[src/hdl/rgbhsv_pkg.sv]
// rgbhsv_pkg: widths, sector codes and defaults for the rgb to hsv converter
// no dependencies; imported by hdl/rgb_to_hsv_converter.sv and tb/sv/testbench.sv

package rgbhsv_pkg;

    // pixel channel and result field widths
    localparam int unsigned CHAN_W = 8;
    localparam int unsigned HUE_W  = 16;
    localparam int unsigned SAT_W  = 8;

    // default hue resolution in bits per full turn
    localparam int unsigned HUE_BITS_DEF = 16;

    // hue divider: numerator and divisor stay below 6*255+1
    localparam int unsigned HUE_DEN_W = 11;
    // saturation divider: delta*510 + max and 2*max
    localparam int unsigned SAT_NUM_W = 17;
    localparam int unsigned SAT_DEN_W = CHAN_W + 1;

    // packed stream widths
    localparam int unsigned S_TDATA_W = 3 * CHAN_W;
    localparam int unsigned M_TDATA_W = HUE_W + SAT_W + CHAN_W;

    // which channel holds the maximum
    typedef enum logic [1:0] {
        SEC_RED   = 2'd0,
        SEC_GREEN = 2'd1,
        SEC_BLUE  = 2'd2
    } sector_t;

endpackage

[src/hdl/rgb_to_hsv_converter.sv]
// rgb_to_hsv_converter: pipelined rgb to hsv conversion, one pixel per clock when not stalled
// a request passes stage 1, stage 2, the stage 3 operand register, the divider stages and the
// output register, after waiting in the input skid register if it was parked there.
// throughput: one pixel per clock when not stalled; hue divider sets depth, one quotient bit per stage.
// reset (aresetn low, synchronous) clears all valid bits and the skid register; data is not reset.
// depends on hdl/rgbhsv_pkg.sv

module rgb_to_hsv_converter #(
    parameter int unsigned HUE_BITS = rgbhsv_pkg::HUE_BITS_DEF
) (
    input  logic                             aclk,
    input  logic                             aresetn,
    // request side
    input  logic                             s_tvalid,
    output logic                             s_tready,
    input  logic [rgbhsv_pkg::S_TDATA_W-1:0] s_tdata,   // red [7:0], green [15:8], blue [23:16]
    // result side
    output logic                             m_tvalid,
    input  logic                             m_tready,
    output logic [rgbhsv_pkg::M_TDATA_W-1:0] m_tdata    // hue [15:0], saturation [23:16], value [31:24]
);

    import rgbhsv_pkg::*;

    // ------------------------------------------------------------------
    // stall control: every stage moves together unless the output is full
    // and not being taken
    // ------------------------------------------------------------------
    logic pipe_en;

    // input skid register keeps s_tready free of any path from m_tready
    logic                 skid_valid_reg;
    logic [S_TDATA_W-1:0] skid_data_reg;

    logic                 in_valid;
    logic [S_TDATA_W-1:0] in_data;

    logic out_valid_reg;
    logic [M_TDATA_W-1:0] out_data_reg;

    assign pipe_en  = ~out_valid_reg | m_tready;
    assign s_tready = ~skid_valid_reg;
    assign in_valid = skid_valid_reg | s_tvalid;
    assign in_data  = skid_valid_reg ? skid_data_reg : s_tdata;

    always_ff @(posedge aclk) begin
        if (!aresetn) begin
            skid_valid_reg <= 1'b0;
        end else if (pipe_en) begin
            // skid drains into the first stage, or a fresh request goes straight in
            skid_valid_reg <= 1'b0;
        end else if (s_tvalid && s_tready) begin
            skid_valid_reg <= 1'b1;
        end
    end

    always_ff @(posedge aclk) begin
        if (!pipe_en && s_tvalid && s_tready) begin
            skid_data_reg <= s_tdata;
        end
    end

    // ------------------------------------------------------------------
    // stage 1: find max, min, the sector and the in-sector difference
    // ------------------------------------------------------------------
    logic [CHAN_W-1:0] in_red, in_green, in_blue;
    logic              red_is_max, green_ge_blue, red_is_min, green_le_blue;
    sector_t           sector_next;
    logic [CHAN_W-1:0] max_next, min_next;
    logic signed [CHAN_W:0] diff_next;

    assign in_red   = in_data[CHAN_W-1:0];
    assign in_green = in_data[2*CHAN_W-1:CHAN_W];
    assign in_blue  = in_data[3*CHAN_W-1:2*CHAN_W];

    assign red_is_max    = (in_red >= in_green) && (in_red >= in_blue);
    assign green_ge_blue = in_green >= in_blue;
    assign red_is_min    = (in_red <= in_green) && (in_red <= in_blue);
    assign green_le_blue = in_green <= in_blue;

    always_comb begin
        // ties: red beats green, green beats blue
        if (red_is_max) begin
            sector_next = SEC_RED;
        end else if (green_ge_blue) begin
            sector_next = SEC_GREEN;
        end else begin
            sector_next = SEC_BLUE;
        end
    end

    always_comb begin
        max_next = red_is_max ? in_red : (green_ge_blue ? in_green : in_blue);
        min_next = red_is_min ? in_red : (green_le_blue ? in_green : in_blue);
    end

    always_comb begin
        unique case (sector_next)
            SEC_RED:   diff_next = $signed({1'b0, in_green}) - $signed({1'b0, in_blue});
            SEC_GREEN: diff_next = $signed({1'b0, in_blue}) - $signed({1'b0, in_red});
            SEC_BLUE:  diff_next = $signed({1'b0, in_red}) - $signed({1'b0, in_green});
            default:   diff_next = '0;
        endcase
    end

    logic                   p1_valid_reg;
    sector_t                p1_sector_reg;
    logic [CHAN_W-1:0]      p1_max_reg;
    logic [CHAN_W-1:0]      p1_min_reg;
    logic signed [CHAN_W:0] p1_diff_reg;

    always_ff @(posedge aclk) begin
        if (pipe_en) begin
            p1_sector_reg <= sector_next;
            p1_max_reg    <= max_next;
            p1_min_reg    <= min_next;
            p1_diff_reg   <= diff_next;
        end
    end

    // ------------------------------------------------------------------
    // stage 2: chroma (delta = max - min)
    // ------------------------------------------------------------------
    logic                   p2_valid_reg;
    sector_t                p2_sector_reg;
    logic [CHAN_W-1:0]      p2_max_reg;
    logic [CHAN_W-1:0]      p2_delta_reg;
    logic signed [CHAN_W:0] p2_diff_reg;

    always_ff @(posedge aclk) begin
        if (pipe_en) begin
            p2_sector_reg <= p1_sector_reg;
            p2_max_reg    <= p1_max_reg;
            p2_delta_reg  <= p1_max_reg - p1_min_reg;
            p2_diff_reg   <= p1_diff_reg;
        end
    end

    // ------------------------------------------------------------------
    // stage 3: divider operands
    //   hue: (offset*delta + diff) / (6*delta), wrapped by one turn if negative
    //   saturation: (delta*510 + max) / (2*max), i.e. rounded to nearest
    // ------------------------------------------------------------------
    logic [HUE_DEN_W-1:0]    delta2, delta4, delta6, hue_base;
    logic signed [HUE_DEN_W+1:0] num_sum, num_wrap;
    logic [SAT_NUM_W-1:0]    sat_num_next;

    assign delta2 = HUE_DEN_W'({p2_delta_reg, 1'b0});
    assign delta4 = HUE_DEN_W'({p2_delta_reg, 2'b00});
    assign delta6 = delta2 + delta4;

    always_comb begin
        unique case (p2_sector_reg)
            SEC_RED:   hue_base = '0;
            SEC_GREEN: hue_base = delta2;
            SEC_BLUE:  hue_base = delta4;
            default:   hue_base = '0;
        endcase
    end

    assign num_sum  = $signed({2'b00, hue_base}) + (HUE_DEN_W+2)'(p2_diff_reg);
    // only the red sector can go negative; add one full turn
    assign num_wrap = num_sum[HUE_DEN_W+1] ? num_sum + $signed({2'b00, delta6}) : num_sum;

    assign sat_num_next = SAT_NUM_W'({p2_delta_reg, 9'b0}) - SAT_NUM_W'({p2_delta_reg, 1'b0})
                        + SAT_NUM_W'(p2_max_reg);

    // divider pipeline, index 0 is the stage 3 register, index k+1 follows k
    logic [HUE_BITS:0]    dv_valid_reg;
    logic [HUE_DEN_W-1:0] dv_hrem_reg  [HUE_BITS+1];
    logic [HUE_DEN_W-1:0] dv_hden_reg  [HUE_BITS+1];
    logic [HUE_BITS-1:0]  dv_hq_reg    [HUE_BITS+1];
    logic [SAT_NUM_W-1:0] dv_srem_reg  [HUE_BITS+1];
    logic [SAT_DEN_W-1:0] dv_sden_reg  [HUE_BITS+1];
    logic [SAT_W-1:0]     dv_sq_reg    [HUE_BITS+1];
    logic [CHAN_W-1:0]    dv_val_reg   [HUE_BITS+1];
    logic [HUE_BITS:0]    dv_grey_reg;
    logic [HUE_BITS:0]    dv_black_reg;

    always_ff @(posedge aclk) begin
        if (pipe_en) begin
            dv_hrem_reg[0]  <= num_wrap[HUE_DEN_W-1:0];
            dv_hden_reg[0]  <= delta6;
            dv_hq_reg[0]    <= '0;
            dv_srem_reg[0]  <= sat_num_next;
            dv_sden_reg[0]  <= {p2_max_reg, 1'b0};
            dv_sq_reg[0]    <= '0;
            dv_val_reg[0]   <= p2_max_reg;
            dv_grey_reg[0]  <= (p2_delta_reg == '0);
            dv_black_reg[0] <= (p2_max_reg == '0);
        end
    end

    // ------------------------------------------------------------------
    // divider stages: one restoring step per stage for hue, and for the
    // first SAT_W stages also one step for saturation
    // ------------------------------------------------------------------
    for (genvar k = 0; k < HUE_BITS; k++) begin : g_div
        logic [HUE_DEN_W:0] hshift;
        logic [HUE_DEN_W:0] hdiff;
        logic               hbit;

        assign hshift = {dv_hrem_reg[k], 1'b0};
        assign hdiff  = hshift - {1'b0, dv_hden_reg[k]};
        assign hbit   = hshift >= {1'b0, dv_hden_reg[k]};

        always_ff @(posedge aclk) begin
            if (pipe_en) begin
                dv_hrem_reg[k+1]  <= hbit ? hdiff[HUE_DEN_W-1:0] : hshift[HUE_DEN_W-1:0];
                dv_hden_reg[k+1]  <= dv_hden_reg[k];
                dv_hq_reg[k+1]    <= {dv_hq_reg[k][HUE_BITS-2:0], hbit};
                dv_sden_reg[k+1]  <= dv_sden_reg[k];
                dv_val_reg[k+1]   <= dv_val_reg[k];
                dv_grey_reg[k+1]  <= dv_grey_reg[k];
                dv_black_reg[k+1] <= dv_black_reg[k];
            end
        end

        if (k < SAT_W) begin : g_sat
            logic [SAT_NUM_W-1:0] sden_sh;
            logic                 sbit;

            // divisor lined up with quotient bit SAT_W-1-k
            assign sden_sh = SAT_NUM_W'(dv_sden_reg[k]) << (SAT_W - 1 - k);
            assign sbit    = dv_srem_reg[k] >= sden_sh;

            always_ff @(posedge aclk) begin
                if (pipe_en) begin
                    dv_srem_reg[k+1] <= sbit ? dv_srem_reg[k] - sden_sh : dv_srem_reg[k];
                    dv_sq_reg[k+1]   <= {dv_sq_reg[k][SAT_W-2:0], sbit};
                end
            end
        end else begin : g_sat_pass
            always_ff @(posedge aclk) begin
                if (pipe_en) begin
                    dv_srem_reg[k+1] <= dv_srem_reg[k];
                    dv_sq_reg[k+1]   <= dv_sq_reg[k];
                end
            end
        end
    end

    // ------------------------------------------------------------------
    // valid bits
    // ------------------------------------------------------------------
    always_ff @(posedge aclk) begin
        if (!aresetn) begin
            p1_valid_reg  <= 1'b0;
            p2_valid_reg  <= 1'b0;
            dv_valid_reg  <= '0;
            out_valid_reg <= 1'b0;
        end else if (pipe_en) begin
            p1_valid_reg  <= in_valid;
            p2_valid_reg  <= p1_valid_reg;
            dv_valid_reg  <= {dv_valid_reg[HUE_BITS-1:0], p2_valid_reg};
            out_valid_reg <= dv_valid_reg[HUE_BITS];
        end
    end

    // ------------------------------------------------------------------
    // output register: grey forces hue to 0, black forces saturation to 0;
    // hue keeps its low 16 bits, or is zero-extended when narrower
    // ------------------------------------------------------------------
    logic [HUE_BITS+HUE_W-1:0] hue_ext;
    logic [HUE_W-1:0]          hue_next;
    logic [SAT_W-1:0]          sat_next;

    assign hue_ext  = {HUE_W'(0), dv_hq_reg[HUE_BITS]};
    assign hue_next = dv_grey_reg[HUE_BITS] ? '0 : hue_ext[HUE_W-1:0];
    assign sat_next = dv_black_reg[HUE_BITS] ? '0 : dv_sq_reg[HUE_BITS];

    always_ff @(posedge aclk) begin
        if (pipe_en) begin
            out_data_reg <= {dv_val_reg[HUE_BITS], sat_next, hue_next};
        end
    end

    assign m_tvalid = out_valid_reg;
    assign m_tdata  = out_data_reg;

    // ------------------------------------------------------------------
    // assertions
    // ------------------------------------------------------------------
    // a request taken during a stall must be parked in the skid register
    a_skid_capture: assert property (@(posedge aclk) disable iff (!aresetn)
        (s_tvalid && s_tready && !pipe_en) |=> skid_valid_reg)
        else $error("request lost during stall");

    // a parked request stays put while the pipeline is stalled
    a_skid_hold: assert property (@(posedge aclk) disable iff (!aresetn)
        (skid_valid_reg && !pipe_en) |=> (skid_valid_reg && $stable(skid_data_reg)))
        else $error("skid register changed during stall");

    // stalled pipeline keeps its divider valid bits
    a_stall_freeze: assert property (@(posedge aclk) disable iff (!aresetn)
        !pipe_en |=> $stable(dv_valid_reg))
        else $error("divider valid bits moved during stall");

    // black pixel gives all-zero hue and saturation
    a_black: assert property (@(posedge aclk) disable iff (!aresetn)
        (m_tvalid && (m_tdata[M_TDATA_W-1:HUE_W+SAT_W] == '0)) |-> (m_tdata[HUE_W+SAT_W-1:0] == '0))
        else $error("black pixel with non-zero hue or saturation");

    // zero saturation only for grey, so hue must be zero too
    a_grey: assert property (@(posedge aclk) disable iff (!aresetn)
        (m_tvalid && (m_tdata[HUE_W+SAT_W-1:HUE_W] == '0)) |-> (m_tdata[HUE_W-1:0] == '0))
        else $error("grey pixel with non-zero hue");

endmodule

[config.mk]
export PLATFORM = sky130hd
export DESIGN_NAME = rgb_to_hsv_converter
export DESIGN_NICKNAME = d
export VERILOG_FILES = /design/src/hdl/rgbhsv_pkg.sv /design/src/hdl/rgb_to_hsv_converter.sv
export SDC_FILE = /design/constraint.sdc
export NUM_CORES = 1
export LEC_CHECK = 0
export ABC_AREA = 1
export BUFFER_PORTS_ARGS = -buffer_cell sky130_fd_sc_hd__buf_2
export CAP_MARGIN = 20
export CORE_ASPECT_RATIO = 0.8
export CORE_MARGIN = 4
export CORE_UTILIZATION = 58
export DETAILED_ROUTE_END_ITERATION = 6
export PLACE_DENSITY = 0.77
export SETUP_SLACK_MARGIN = 0.3
export SYNTH_ARGS = -nofsm -noshare
export SYNTH_HDL_FRONTEND = slang
export SYNTH_SLANG_ARGS = --single-unit
[constraint.sdc]
create_clock -name aclk -period 37.8 [get_ports aclk]
set_input_delay 1.89 -clock aclk [delete_from_list [all_inputs] [get_ports aclk]]
set_output_delay 1.89 -clock aclk [all_outputs]
set_load 0.02 [all_outputs]
==> results by group <==
Worst setup path
  • Flop2flop setup slack: 33510 ps
  • RR Startpoint: m_tvalid
  • Type of the worst setup path: in -> reg
  • Worst setup SP type: input port
  • Critical R2R Capture: dv_hq_reg[15][8]
  • Required time of the worst setup path: 38080 ps
  • Crit. End Element: flip-flop
  • Worst Path Arrival: 5540 ps
  • Largest fanout on the critical path: 132
  • Reg2Reg Depth: 7

Yosys
  • Syn Area/Cell: 10.7 um^2
  • Top cell type's share of synthesized area: 58.8%
  • Synth Cell Area: 49300 um^2
  • Most numerous cell in the Yosys netlist: edfxtp_1
  • Post-synth EDFFs: 965
  • Seq/Total Area, Yosys: 59.6%
  • Largest cells by area after synthesis: edfxtp_1, ha_1, nand2_1, inv_1, nand3_1
  • Most used DFF post-synth: edfxtp_1
  • Synth Register Bits: 986
  • Synth async-reset ratio: 0%
  • Post-synth top area cell: edfxtp_1
  • Synth warn: 0
  • Yosys cell types: 51
  • Synthesized Nets: 4981
  • Mapped Cells: 4626
  • Synth cell count leaders: edfxtp_1, nand2_1, inv_1

Cells and area
  • Final net count: 5106
  • Fill cells: 6451
  • Ratio of cells with drive above 1 in the final layout: 6.79%
  • Inserted Diodes: 0
  • Footprint of the multi-input gates: 16900 um^2
  • Finished Cell Area: 54000 um^2
  • Area added between synthesis and finish: 9.43%
  • Max reg flops: 161
  • FF+latch area: 29400 um^2

CTS
  • Post-CTS Setup Bufs: 0
  • Clk_lat worst skew: 680 ps
  • Cts bufs inserted: 95
  • Max Buffers Root-to-Sink: 3
  • Hold Buf Count CTS: 0
  • Root Driver: clkbuf_16
  • H-tree depth: 3
  • CTS tree: yes
  • Reg clk slew, reported paths: 60 ps
  • Post-CTS sizing: 0
  • Num Clock Sinks: 986

Worst hold path
  • Hold worst-path end: dv_hq_reg[3][1]
  • Min-Delay Startpoint: dv_hq_reg[2][0]
  • Worst Hold Class: reg -> reg
  • Hold Path Stages: 0

Floorplan
  • I/O pins: 62
  • Num rows: 95
  • Die area: 89800 um^2
  • Die W: 334 um
  • Initial Util: 58.6%
  • Die Ht: 269 um
  • CORE AREA: 84200 um^2

Timing
  • RSZ-0062 raised after global routing: false
  • Max-slew violations: 0
  • Final Cycle Share: 13.9%
  • Setup Viol. Count Final: 0
  • Slew @ Worst Pin: 1150 ps
  • Tmin final: 5250 ps
  • Worst Skew: 39.8 ps
  • Fmax: 190 MHz
  • Fin Setup TNS: 0 ps
  • Max_slew headroom: 23.5%
  • Final Hold Viols: 0

Route
  • Via/cell ratio: 5.29
  • DR iter-0 viols: 2291
  • Wire length per cell: 14.9 um
  • Detailed Routing Iterations Pass 1: 5
  • Post-route ant nets: 0
  • DR vias: 31400
  • Drt total wl: 88900 um
  • Post-route DRC: 0

Global route
  • Global-route wire length before repair: 148000 um
  • Gr ovfl total: 0
  • Vias in the first global route: 30100
  • GRT Util Overall: 19.9%
  • Largest net degree at the start of global routing: 216
  • Initial antenna violation count: 1

Placement
  • Buffers on Ports: 61
  • Final Wtd Congestion: 0.906
  • Cell area after placement: 50800 um^2
  • Detailed placement HPWL: 63700 um

Outcome
  • Outcome: finished clean

Job
  • Max-Cap Viols: 0
-- cell type report --
class,count,share of cell area (%)
inverters,723,5.05
clock inverters,62,1.23
flip-flops and latches,986,54.5
clock buffers,113,4.55
repair buffers,76,0.855
multi-input cells,2869,31.3
well taps,1115,2.58
-- worst max-delay path by stage --
stage | start | slack [ps] | cells past startpoint | to
after CTS | m_tready | 32460 | 7 | dv_grey_reg[4]
after floorplan | m_tready | 17370 | 5 | skid_data_reg[0]
final | m_tready | 32550 | 7 | dv_hq_reg[15][8]
after detailed placement | m_tready | 31740 | 7 | dv_hq_reg[10][6]
after global routing | m_tready | 32270 | 7 | dv_hq_reg[12][5]
after global placement | m_tready | 31830 | 7 | dv_hq_reg[10][6]
-- metrics by stage --
stage / hold slack, ps / util (%) / setup slack [ps] / instances
after global placement: 400 / 60.4 / 31830 / 5765
final: 384 / 64.1 / 32550 / 5944
after CTS: 378 / 64.1 / 32460 / 5942
after global routing: 393 / 64.1 / 32270 / 5944
after floorplan: 400 / - / 17370 / 4626
after detailed placement: 405 / 60.4 / 31740 / 5767
-- cells in the final DEF, fill, tap and decap left out, drive strengths merged, types with 44 or more instances in the layout --
| cell | n |
|---|---|
| a21oi | 187 |
| buf | 76 |
| clkbuf | 113 |
| clkinv | 44 |
| edfxtp | 965 |
| ha | 298 |
| inv | 727 |
| nand2 | 967 |
| nand3 | 266 |
| nand4 | 113 |
| nor2 | 347 |
| o21ai | 289 |
| or2 | 45 |
| xnor2 | 76 |
| xor2 | 107 |
-- critical path, stage by stage --
cell,delay (ps)
buf_2,80
nor2_1,30
buf_4,190
inv_8,530
buf_4,680
buf_4,920
buf_4,910
-- routing by layer --
layer	global-route usage (%)	up-vias	part of all wire [%]
li1	-	16000	-
met1	28.0	14600	46
met2	32.8	740	46
met3	3.23	167	4.9
met4	5.42	2	2.5
met5	0	-	0.015
-- cells by family after synthesis --
group           share of synthesized area [%]
fa+ha+maj                                8.74
compound gates                           6.36
flops                                    59.6
xor+xnor                                 3.25
simple gates                             15.9
buf+inv                                  6.18
Power is left out: the tool's default activity adds up to more than one toggle a clock period on the data nets, which glitch-free logic cannot reach.
